**config.mk**
```make
export PLATFORM = sky130hd
export DESIGN_NAME = periodic_job_timer_table_flat
export DESIGN_NICKNAME = d
export VERILOG_FILES = /design/src/pjtt_pkg.sv /design/src/pjtt_in_if.sv /design/src/pjtt_out_if.sv /design/src/periodic_job_timer_table.sv /design/src/pjtt_ram.sv /design/src/flat_wrapper.sv
export SDC_FILE = /design/constraint.sdc
export NUM_CORES = 1
export LEC_CHECK = 0
export ABC_AREA = 1
export BUFFER_PORTS_ARGS = -buffer_cell sky130_fd_sc_hd__buf_2
export CAP_MARGIN = 20
export CORE_MARGIN = 1.5
export CORE_UTILIZATION = 44
export CTS_BUF_LIST = sky130_fd_sc_hd__clkbuf_4 sky130_fd_sc_hd__clkbuf_8
export DETAILED_ROUTE_END_ITERATION = 6
export GPL_TIMING_DRIVEN = 0
export HOLD_SLACK_MARGIN = 0.03
export SKIP_LAST_GASP = 1
export SLEW_MARGIN = 20
export SYNTH_ARGS = -nofsm -noshare
export SYNTH_HDL_FRONTEND = slang
export SYNTH_SLANG_ARGS = --single-unit
```
**constraint.sdc**
```tcl
create_clock -name clk_i -period 4.3 [get_ports clk_i]
set_input_delay 0.43 -clock clk_i [delete_from_list [all_inputs] [get_ports clk_i]]
set_output_delay 0.43 -clock clk_i [all_outputs]
set_load 0.05 [all_outputs]
```
**src/pjtt_pkg.sv**
```systemverilog
// ----------------------------------------------------------------------------
// pjtt_pkg
// Shared types and codes of the periodic job timer table.
// ----------------------------------------------------------------------------
package pjtt_pkg;

  localparam int TagW     = 8;
  localparam int DelayW   = 16;
  localparam int OpW      = 2;
  localparam int StatusW  = 3;

  typedef enum logic [OpW-1:0] {
    OP_START    = 2'd0,
    OP_STOP     = 2'd1,
    OP_TICK     = 2'd2,
    OP_DISPATCH = 2'd3
  } op_e;

  typedef enum logic [StatusW-1:0] {
    ST_OK          = 3'd0,
    ST_NOT_ENABLED = 3'd1,
    ST_NULL_JOB    = 3'd2,
    ST_FULL        = 3'd3,
    ST_EMPTY       = 3'd4,
    ST_NOT_FOUND   = 3'd5
  } status_e;

  typedef enum logic [3:0] {
    S_IDLE  = 4'b0001,
    S_READ  = 4'b0010,
    S_EVAL  = 4'b0100,
    S_FINAL = 4'b1000
  } state_e;

  // one job slot as kept in the slot memory
  typedef struct packed {
    logic [TagW-1:0]   tag;
    logic [DelayW-1:0] delay;
    logic              one_shot;
    logic              ready;
    logic [DelayW-1:0] counter;
  } slot_t;

  localparam int SlotW = $bits(slot_t);

endpackage

```
**src/pjtt_in_if.sv**
```systemverilog
// ----------------------------------------------------------------------------
// pjtt_in_if
// Command channel of the job timer table: valid/ready plus one command word.
// ----------------------------------------------------------------------------
interface pjtt_in_if;
  logic        valid;
  logic        ready;
  logic [1:0]  operation;
  logic [7:0]  job_tag;
  logic [15:0] delay_ticks;
  logic        one_shot;
  logic        start_ready;

  modport source (
    output valid, operation, job_tag, delay_ticks, one_shot, start_ready,
    input  ready
  );
  modport sink (
    input  valid, operation, job_tag, delay_ticks, one_shot, start_ready,
    output ready
  );
endinterface

```
**src/pjtt_out_if.sv**
```systemverilog
// ----------------------------------------------------------------------------
// pjtt_out_if
// Result channel of the job timer table: valid/ready plus one result word.
// ----------------------------------------------------------------------------
interface pjtt_out_if;
  logic       valid;
  logic       ready;
  logic [2:0] status;
  logic       fired;
  logic [7:0] fired_tag;
  logic       last;

  modport source (
    output valid, status, fired, fired_tag, last,
    input  ready
  );
  modport sink (
    input  valid, status, fired, fired_tag, last,
    output ready
  );
endinterface

```
**src/periodic_job_timer_table.sv**
```systemverilog
// ----------------------------------------------------------------------------
// periodic_job_timer_table
// Table of job slots with tick counters; start, stop, tick and dispatch.
// ----------------------------------------------------------------------------
// A start is taken while idle and its single result is loaded through the
// closing state. Stop, tick and dispatch walk the used slots in order, each
// slot by a read of the slot memory and then an evaluate and write back,
// followed by the closing result. A dispatch firing waits in place while the
// result register is still held by the sink. The slot memory has one
// read and one write port, and the read-then-writeback of each slot sets
// the pace. The block takes a new command only when idle, but a finished
// result may still be waiting.
module periodic_job_timer_table #(
  parameter int JOB_SLOTS = 8
) (
  input  logic       clk_i,
  input  logic       rst_ni,
  input  logic       cfg_we_i,
  input  logic       cfg_wdata_i,
  pjtt_in_if.sink    in_i,
  pjtt_out_if.source out_o
);

  localparam int IdxW = (JOB_SLOTS > 1) ? $clog2(JOB_SLOTS) : 1;
  localparam int CntW = $clog2(JOB_SLOTS + 1);

  pjtt_pkg::state_e  state_q, state_d;
  pjtt_pkg::op_e     op_q, op_d;
  pjtt_pkg::status_e status_q, status_d;
  logic [pjtt_pkg::TagW-1:0] tag_q, tag_d;
  logic [IdxW-1:0]   idx_q, idx_d;
  logic [CntW-1:0]   used_q, used_d;
  logic              enabled_q;

  logic              out_valid_q, out_valid_d;
  pjtt_pkg::status_e out_status_q, out_status_d;
  logic              out_fired_q, out_fired_d;
  logic [pjtt_pkg::TagW-1:0] out_tag_q, out_tag_d;
  logic              out_last_q, out_last_d;
  logic              out_load;
  logic              out_free;

  logic                      ram_we;
  logic [IdxW-1:0]           ram_waddr;
  pjtt_pkg::slot_t           ram_wdata;
  logic                      ram_re;
  logic [pjtt_pkg::SlotW-1:0] ram_rdata;
  pjtt_pkg::slot_t           slot_rd;
  pjtt_pkg::slot_t           slot_new;
  logic                      fire;
  logic                      match;
  logic                      last_slot;
  logic                      accept;
  pjtt_pkg::op_e             in_op;

  pjtt_ram #(
    .WIDTH (pjtt_pkg::SlotW),
    .DEPTH (JOB_SLOTS)
  ) u_slots (
    .clk_i   (clk_i),
    .we_i    (ram_we),
    .waddr_i (ram_waddr),
    .wdata_i (ram_wdata),
    .re_i    (ram_re),
    .raddr_i (idx_q),
    .rdata_o (ram_rdata)
  );

  assign slot_rd   = pjtt_pkg::slot_t'(ram_rdata);
  assign in_i.ready = (state_q == pjtt_pkg::S_IDLE);
  assign accept    = in_i.valid && in_i.ready;
  assign in_op     = pjtt_pkg::op_e'(in_i.operation);
  assign out_free  = !out_valid_q || out_o.ready;
  assign last_slot = (CntW'(idx_q) + CntW'(1)) == used_q;
  assign ram_re    = (state_q == pjtt_pkg::S_READ);

  // per-slot update of the command in flight
  always_comb begin
    slot_new = slot_rd;
    fire     = 1'b0;
    match    = 1'b0;
    case (op_q)
      pjtt_pkg::OP_STOP: begin
        if (slot_rd.tag == tag_q) begin
          slot_new.ready = 1'b0;
          match          = 1'b1;
        end
      end
      pjtt_pkg::OP_TICK: begin
        slot_new.counter = slot_rd.counter + pjtt_pkg::DelayW'(1);
      end
      pjtt_pkg::OP_DISPATCH: begin
        if (slot_rd.counter == slot_rd.delay && slot_rd.ready) begin
          fire             = 1'b1;
          slot_new.counter = '0;
          if (slot_rd.one_shot) begin
            slot_new.ready = 1'b0;
          end
        end
      end
      default: begin
      end
    endcase
  end

  always_comb begin
    state_d      = state_q;
    op_d         = op_q;
    status_d     = status_q;
    tag_d        = tag_q;
    idx_d        = idx_q;
    used_d       = used_q;
    ram_we       = 1'b0;
    ram_waddr    = idx_q;
    ram_wdata    = slot_new;
    out_load     = 1'b0;
    out_status_d = out_status_q;
    out_fired_d  = out_fired_q;
    out_tag_d    = out_tag_q;
    out_last_d   = out_last_q;

    case (state_q)
      pjtt_pkg::S_IDLE: begin
        if (accept) begin
          op_d     = in_op;
          tag_d    = in_i.job_tag;
          idx_d    = '0;
          status_d = pjtt_pkg::ST_OK;
          state_d  = pjtt_pkg::S_FINAL;
          case (in_op)
            pjtt_pkg::OP_START: begin
              if (!enabled_q) begin
                status_d = pjtt_pkg::ST_NOT_ENABLED;
              end else if (in_i.job_tag == '0) begin
                status_d = pjtt_pkg::ST_NULL_JOB;
              end else if (used_q == CntW'(JOB_SLOTS)) begin
                status_d = pjtt_pkg::ST_FULL;
              end else begin
                ram_we              = 1'b1;
                ram_waddr           = used_q[IdxW-1:0];
                ram_wdata.tag       = in_i.job_tag;
                ram_wdata.delay     = in_i.delay_ticks;
                ram_wdata.one_shot  = in_i.one_shot;
                ram_wdata.ready     = in_i.start_ready;
                ram_wdata.counter   = '0;
                used_d              = used_q + CntW'(1);
              end
            end
            pjtt_pkg::OP_STOP: begin
              if (in_i.job_tag == '0) begin
                status_d = pjtt_pkg::ST_NULL_JOB;
              end else begin
                status_d = pjtt_pkg::ST_NOT_FOUND;
                if (used_q != '0) begin
                  state_d = pjtt_pkg::S_READ;
                end
              end
            end
            pjtt_pkg::OP_TICK: begin
              if (used_q != '0) begin
                state_d = pjtt_pkg::S_READ;
              end
            end
            pjtt_pkg::OP_DISPATCH: begin
              if (used_q == '0) begin
                status_d = pjtt_pkg::ST_EMPTY;
              end else begin
                state_d = pjtt_pkg::S_READ;
              end
            end
            default: begin
            end
          endcase
        end
      end
      pjtt_pkg::S_READ: begin
        state_d = pjtt_pkg::S_EVAL;
      end
      pjtt_pkg::S_EVAL: begin
        // a firing waits here until the result register frees up
        if (!fire || out_free) begin
          ram_we = 1'b1;
          if (match) begin
            status_d = pjtt_pkg::ST_OK;
          end
          if (fire) begin
            out_load     = 1'b1;
            out_status_d = pjtt_pkg::ST_OK;
            out_fired_d  = 1'b1;
            out_tag_d    = slot_rd.tag;
            out_last_d   = 1'b0;
          end
          if (last_slot) begin
            state_d = pjtt_pkg::S_FINAL;
          end else begin
            idx_d   = idx_q + IdxW'(1);
            state_d = pjtt_pkg::S_READ;
          end
        end
      end
      pjtt_pkg::S_FINAL: begin
        if (out_free) begin
          out_load     = 1'b1;
          out_status_d = status_q;
          out_fired_d  = 1'b0;
          out_tag_d    = '0;
          out_last_d   = 1'b1;
          state_d      = pjtt_pkg::S_IDLE;
        end
      end
      default: begin
        state_d = pjtt_pkg::S_IDLE;
      end
    endcase
  end

  always_comb begin
    out_valid_d = out_valid_q;
    if (out_load) begin
      out_valid_d = 1'b1;
    end else if (out_o.ready) begin
      out_valid_d = 1'b0;
    end
  end

  always_ff @(posedge clk_i or negedge rst_ni) begin
    if (!rst_ni) begin
      state_q     <= pjtt_pkg::S_IDLE;
      used_q      <= '0;
      enabled_q   <= 1'b0;
      out_valid_q <= 1'b0;
    end else begin
      state_q     <= state_d;
      used_q      <= used_d;
      out_valid_q <= out_valid_d;
      if (cfg_we_i) begin
        enabled_q <= cfg_wdata_i;
      end
    end
  end

  always_ff @(posedge clk_i) begin
    op_q         <= op_d;
    status_q     <= status_d;
    tag_q        <= tag_d;
    idx_q        <= idx_d;
    out_status_q <= out_status_d;
    out_fired_q  <= out_fired_d;
    out_tag_q    <= out_tag_d;
    out_last_q   <= out_last_d;
  end

  assign out_o.valid     = out_valid_q;
  assign out_o.status    = out_status_q;
  assign out_o.fired     = out_fired_q;
  assign out_o.fired_tag = out_tag_q;
  assign out_o.last      = out_last_q;

  a_used_bound : assert property (@(posedge clk_i) disable iff (!rst_ni)
    used_q <= CntW'(JOB_SLOTS))
    else $error("slot fill count beyond table size");

  a_fired_tag : assert property (@(posedge clk_i) disable iff (!rst_ni)
    out_valid_q && out_fired_q |-> (out_tag_q != '0) && !out_last_q)
    else $error("firing word with null tag or last set");

  a_scan_range : assert property (@(posedge clk_i) disable iff (!rst_ni)
    (state_q == pjtt_pkg::S_EVAL) |-> (CntW'(idx_q) < used_q))
    else $error("scan index past used slots");

  a_start_grows : assert property (@(posedge clk_i) disable iff (!rst_ni)
    accept && in_op == pjtt_pkg::OP_START && enabled_q && in_i.job_tag != '0
      && used_q != CntW'(JOB_SLOTS) |=> used_q == $past(used_q) + CntW'(1))
    else $error("accepted start did not take a slot");

  a_stall_holds : assert property (@(posedge clk_i) disable iff (!rst_ni)
    out_valid_q && !out_o.ready |=> out_valid_q && $stable(out_tag_q))
    else $error("pending result word dropped");

endmodule

```
**src/pjtt_ram.sv**
```systemverilog
// ----------------------------------------------------------------------------
// pjtt_ram
// Generic simple dual-port RAM, one write and one registered read per cycle.
// ----------------------------------------------------------------------------
module pjtt_ram #(
  parameter int WIDTH = 8,
  parameter int DEPTH = 8
) (
  input  logic                                   clk_i,
  input  logic                                   we_i,
  input  logic [(DEPTH > 1 ? $clog2(DEPTH) : 1)-1:0] waddr_i,
  input  logic [WIDTH-1:0]                       wdata_i,
  input  logic                                   re_i,
  input  logic [(DEPTH > 1 ? $clog2(DEPTH) : 1)-1:0] raddr_i,
  output logic [WIDTH-1:0]                       rdata_o
);

  logic [WIDTH-1:0] mem_q [DEPTH];
  logic [WIDTH-1:0] rdata_q;

  always_ff @(posedge clk_i) begin
    if (we_i) begin
      mem_q[waddr_i] <= wdata_i;
    end
    if (re_i) begin
      rdata_q <= mem_q[raddr_i];
    end
  end

  assign rdata_o = rdata_q;

endmodule
```
**src/flat_wrapper.sv**
```systemverilog
// flat-port wrapper written by rule: the top's interface ports become plain ports
module periodic_job_timer_table_flat 
#(
  parameter int JOB_SLOTS = 8
)
  (clk_i, rst_ni, cfg_we_i, cfg_wdata_i, in_i_valid, in_i_operation, in_i_job_tag, in_i_delay_ticks, in_i_one_shot, in_i_start_ready, in_i_ready, out_o_valid, out_o_status, out_o_fired, out_o_fired_tag, out_o_last, out_o_ready);
  pjtt_in_if in_i_i ();
  pjtt_out_if out_o_i ();
  input  logic clk_i;
  input  logic rst_ni;
  input  logic cfg_we_i;
  input  logic cfg_wdata_i;
  input wire logic [$bits(in_i_i.valid)-1:0] in_i_valid;
  input wire logic [$bits(in_i_i.operation)-1:0] in_i_operation;
  input wire logic [$bits(in_i_i.job_tag)-1:0] in_i_job_tag;
  input wire logic [$bits(in_i_i.delay_ticks)-1:0] in_i_delay_ticks;
  input wire logic [$bits(in_i_i.one_shot)-1:0] in_i_one_shot;
  input wire logic [$bits(in_i_i.start_ready)-1:0] in_i_start_ready;
  output wire logic [$bits(in_i_i.ready)-1:0] in_i_ready;
  output wire logic [$bits(out_o_i.valid)-1:0] out_o_valid;
  output wire logic [$bits(out_o_i.status)-1:0] out_o_status;
  output wire logic [$bits(out_o_i.fired)-1:0] out_o_fired;
  output wire logic [$bits(out_o_i.fired_tag)-1:0] out_o_fired_tag;
  output wire logic [$bits(out_o_i.last)-1:0] out_o_last;
  input wire logic [$bits(out_o_i.ready)-1:0] out_o_ready;
  assign in_i_i.valid = in_i_valid;
  assign in_i_i.operation = in_i_operation;
  assign in_i_i.job_tag = in_i_job_tag;
  assign in_i_i.delay_ticks = in_i_delay_ticks;
  assign in_i_i.one_shot = in_i_one_shot;
  assign in_i_i.start_ready = in_i_start_ready;
  assign in_i_ready = in_i_i.ready;
  assign out_o_valid = out_o_i.valid;
  assign out_o_status = out_o_i.status;
  assign out_o_fired = out_o_i.fired;
  assign out_o_fired_tag = out_o_i.fired_tag;
  assign out_o_last = out_o_i.last;
  assign out_o_i.ready = out_o_ready;
  periodic_job_timer_table #(.JOB_SLOTS(JOB_SLOTS)) u_core (.clk_i(clk_i), .rst_ni(rst_ni), .cfg_we_i(cfg_we_i), .cfg_wdata_i(cfg_wdata_i), .in_i(in_i_i), .out_o(out_o_i));
endmodule
```
==> metrics.csv <==
metric;value;unit
status;finished, final reports clean;
first_iter_violations;1146;
num_io_pins;49;
grt_pass1_vias;11800;
die-area;40700;um^2
ys_seq_area_frac;0.718;
endpoint_kind;flop;
wl;47.4;mm
skew;0.0331;ns
critical-path-slowest-cell;nor2_4;
layout_setup_ws;1.04;ns
crit_fanout;17;
cts_sinks;417;
drv_cap;0;
p_per_area;625;nW/um^2
ys_seq_elements;417;
drive_above_1_share;0.144;
wl_per_cell;21.7;um
final_common_cell;edfxtp_1;
synth_area_leader_cell;edfxtp_1;
fmax;307;MHz
worstPathRequired;4.59;ns
core;38800;um^2
cp_top_family;simple AND/OR/NAND/NOR gates;
cts_buffer_depth;3;
grt_max_degree;20;
tritoncts;yes;
antenna_found_initial;0;
syn_to_final_growth;15.7;%
critical_path_class;reg2reg;
ir_drop;0.342;mV
ys_warn_count;0;
cpMostUsedCell;inv_1;
clk_pin_slew;0.06;ns
ant_nets;0;
post_cts_buffers;0;
grt_overflow_total;0;
start_kind;flop;
cts-root-buf;clkbuf_8;
die_h;202;um
die_w;202;um
fin_total_pwr;0.0126;W
hold_path_class;in2reg;
rows;72;
arrival;3.55;ns
synth_nets;1518;
vias;12000;
cp_num_buf_inv;6;
start_util;0.447;
cpPeakStageDelay;0.51;ns
first_pass_iters;5;
fin_setup_tns;0;ns
post-route-period-util;0.759;
cts.htree.levels;3;
hpwl;31.2;mm
routed_via_density;5.50;
routabilityCongestion;0.926;
netlist_instances;1480;
pre_cts_ws;1.09;ns
rsz0062_at_grt;false;
path_cells;inv_1 > ha_1 > inv_1 > nor3_1 > nor2_1 > nand3_1 > inv_1 > nand2_1 > nand2_1 > inv_1 > nand2_2 > nor2_4 > buf_12 > buf_8;
syn_area;17400;um^2
leakage;7.07;nW
ys_types;47;
holdWs;0.0799;ns
grt_usage;0.236;
cts_buffers;69;
avgSynthCellArea;11.7;um^2
clk_latency;0.61;ns
most-common-layout-cells;407 x edfxtp_1, 352 x nor2_1, 205 x o21ai_0;
io_buffers;48;
yosysTopAreaCellShare;0.703;
finalMaxSlewViolations;0;
synth.area.top_cells;edfxtp_1 70%, nor2_1 7.8%, o21ai_0 5.9%;
worst_pin_slew;1.12;ns
slew_headroom;0.246;
drc;0;
setup_viol;0;
fin_crit;3.26;ns
nets;1669;
grt_pass1_wl;71.4;mm
finalHoldViolations;0;
synthesized netlist by cell type (all sizes together):
cell / number
edfxtp: 407
a21oi: 22
or2: 5
mux2: 1
a211oi: 1
clkbuf: 46
clkinv: 1
nand3: 32
xor2: 7
nand3b: 2
o21ai: 208
ha: 4
a21boi: 1
o211ai: 1
xnor2: 7
and3: 1
nand2: 135
nor2: 365
nor3b: 2
a31oi: 43
dfstp: 1
o31ai: 1
o22ai: 43
nor3: 12
buf: 29
inv: 84
dfrtp: 9
nand4: 10
sequential cells by signal, summed over array words and instances, names as in the netlist:
register	count
u_core.used_q	4
u_core.out_o.valid	1
u_core.status_q	3
u_core.out_o.status	3
u_core.state_q	4
u_core.tag_q	8
u_core.out_o.last	1
u_core.u_slots.mem_q	336
u_core.op_q	2
u_core.idx_q	3
u_core.out_o.fired_tag	8
u_core.enabled_q	1
u_core.u_slots.rdata_o	42
u_core.out_o.fired	1
cells by family (layout without fill, tap and decap cells):
| kind of cell | Yosys count | after routing | share of synthesized area |
|---|---|---|---|
| buf+inv | 160 | 347 | 0.0388 |
| simple gates | 564 | 564 | 0.133 |
| compound gates | 320 | 320 | 0.0996 |
| xor+xnor | 14 | 14 | 0.00706 |
| flops | 417 | 417 | 0.718 |
| other cells | 0 | 1 | 0 |
| mux | 1 | 1 | 0.000648 |
| fa+ha+maj | 4 | 4 | 0.00288 |
metal layers:
metal	GRT usage	part of all wire	up-vias
met5	0	0	-
met1	0.329	0.44	5899
met3	0.0426	0.072	95
met4	0.0869	0.029	0
met2	0.370	0.46	493
li1	-	-	5527
path summary, 6_finish.rpt:
path                       cells past startpoint  slack [ns]                     endpoint                from
setup / recovery                              14        1.04  u_core.u_slots.mem_q[5][35]    u_core.used_q[1]
hold reg to reg                                2        0.55       u_core.out_o.status[0]  u_core.status_q[0]
hold / removal                                 1        0.08               u_core.op_q[0]   in_i_operation[0]
setup reg to reg                              14        1.04  u_core.u_slots.mem_q[5][35]    u_core.used_q[1]
min in group asynchronous                      2        0.22             u_core.used_q[0]              rst_ni
max in group asynchronous                      2        3.81            u_core.state_q[0]              rst_ni
metrics by stage:
stage,util,cell area (um^2),std cells
2_1_floorplan,-,17400,1480
3_3_place_gp,0.470,18300,2046
3_5_place_dp,0.483,18800,2067
4_1_cts,0.518,20100,2185
5_1_grt,0.518,20100,2185
6_report,0.518,20100,2186
power breakdown:
part,internal [W],switching (W),total (W)
clock network,0.00172,0.00150,0.00322
registers,0.00516,0.000223,0.00539
logic,0.00109,0.00286,0.00395
total,0.00797,0.00459,0.0126
what timing repair did:
item                                   4_1_cts  5_1_grt
hold buffers                                11        0
resized for setup                            0        0
setup endpoints to repair                    0        0
endpoints found under the hold margin       20        0
cell type report:
cell class                      count  area (um^2)
Clock buffer                       95         1160
Clock inverter                     12         56.3
Fill cell                        3379        18700
Timing Repair Buffer               80          793
Inverter                           85          325
Multi-Input combinational cell    903         4290
Tap cell                          518          648
Sequential cell                   417        12500
Buffer                             75          349
Antenna cell                        1         2.50
Note: power is estimated with default switching activity, not from simulation.
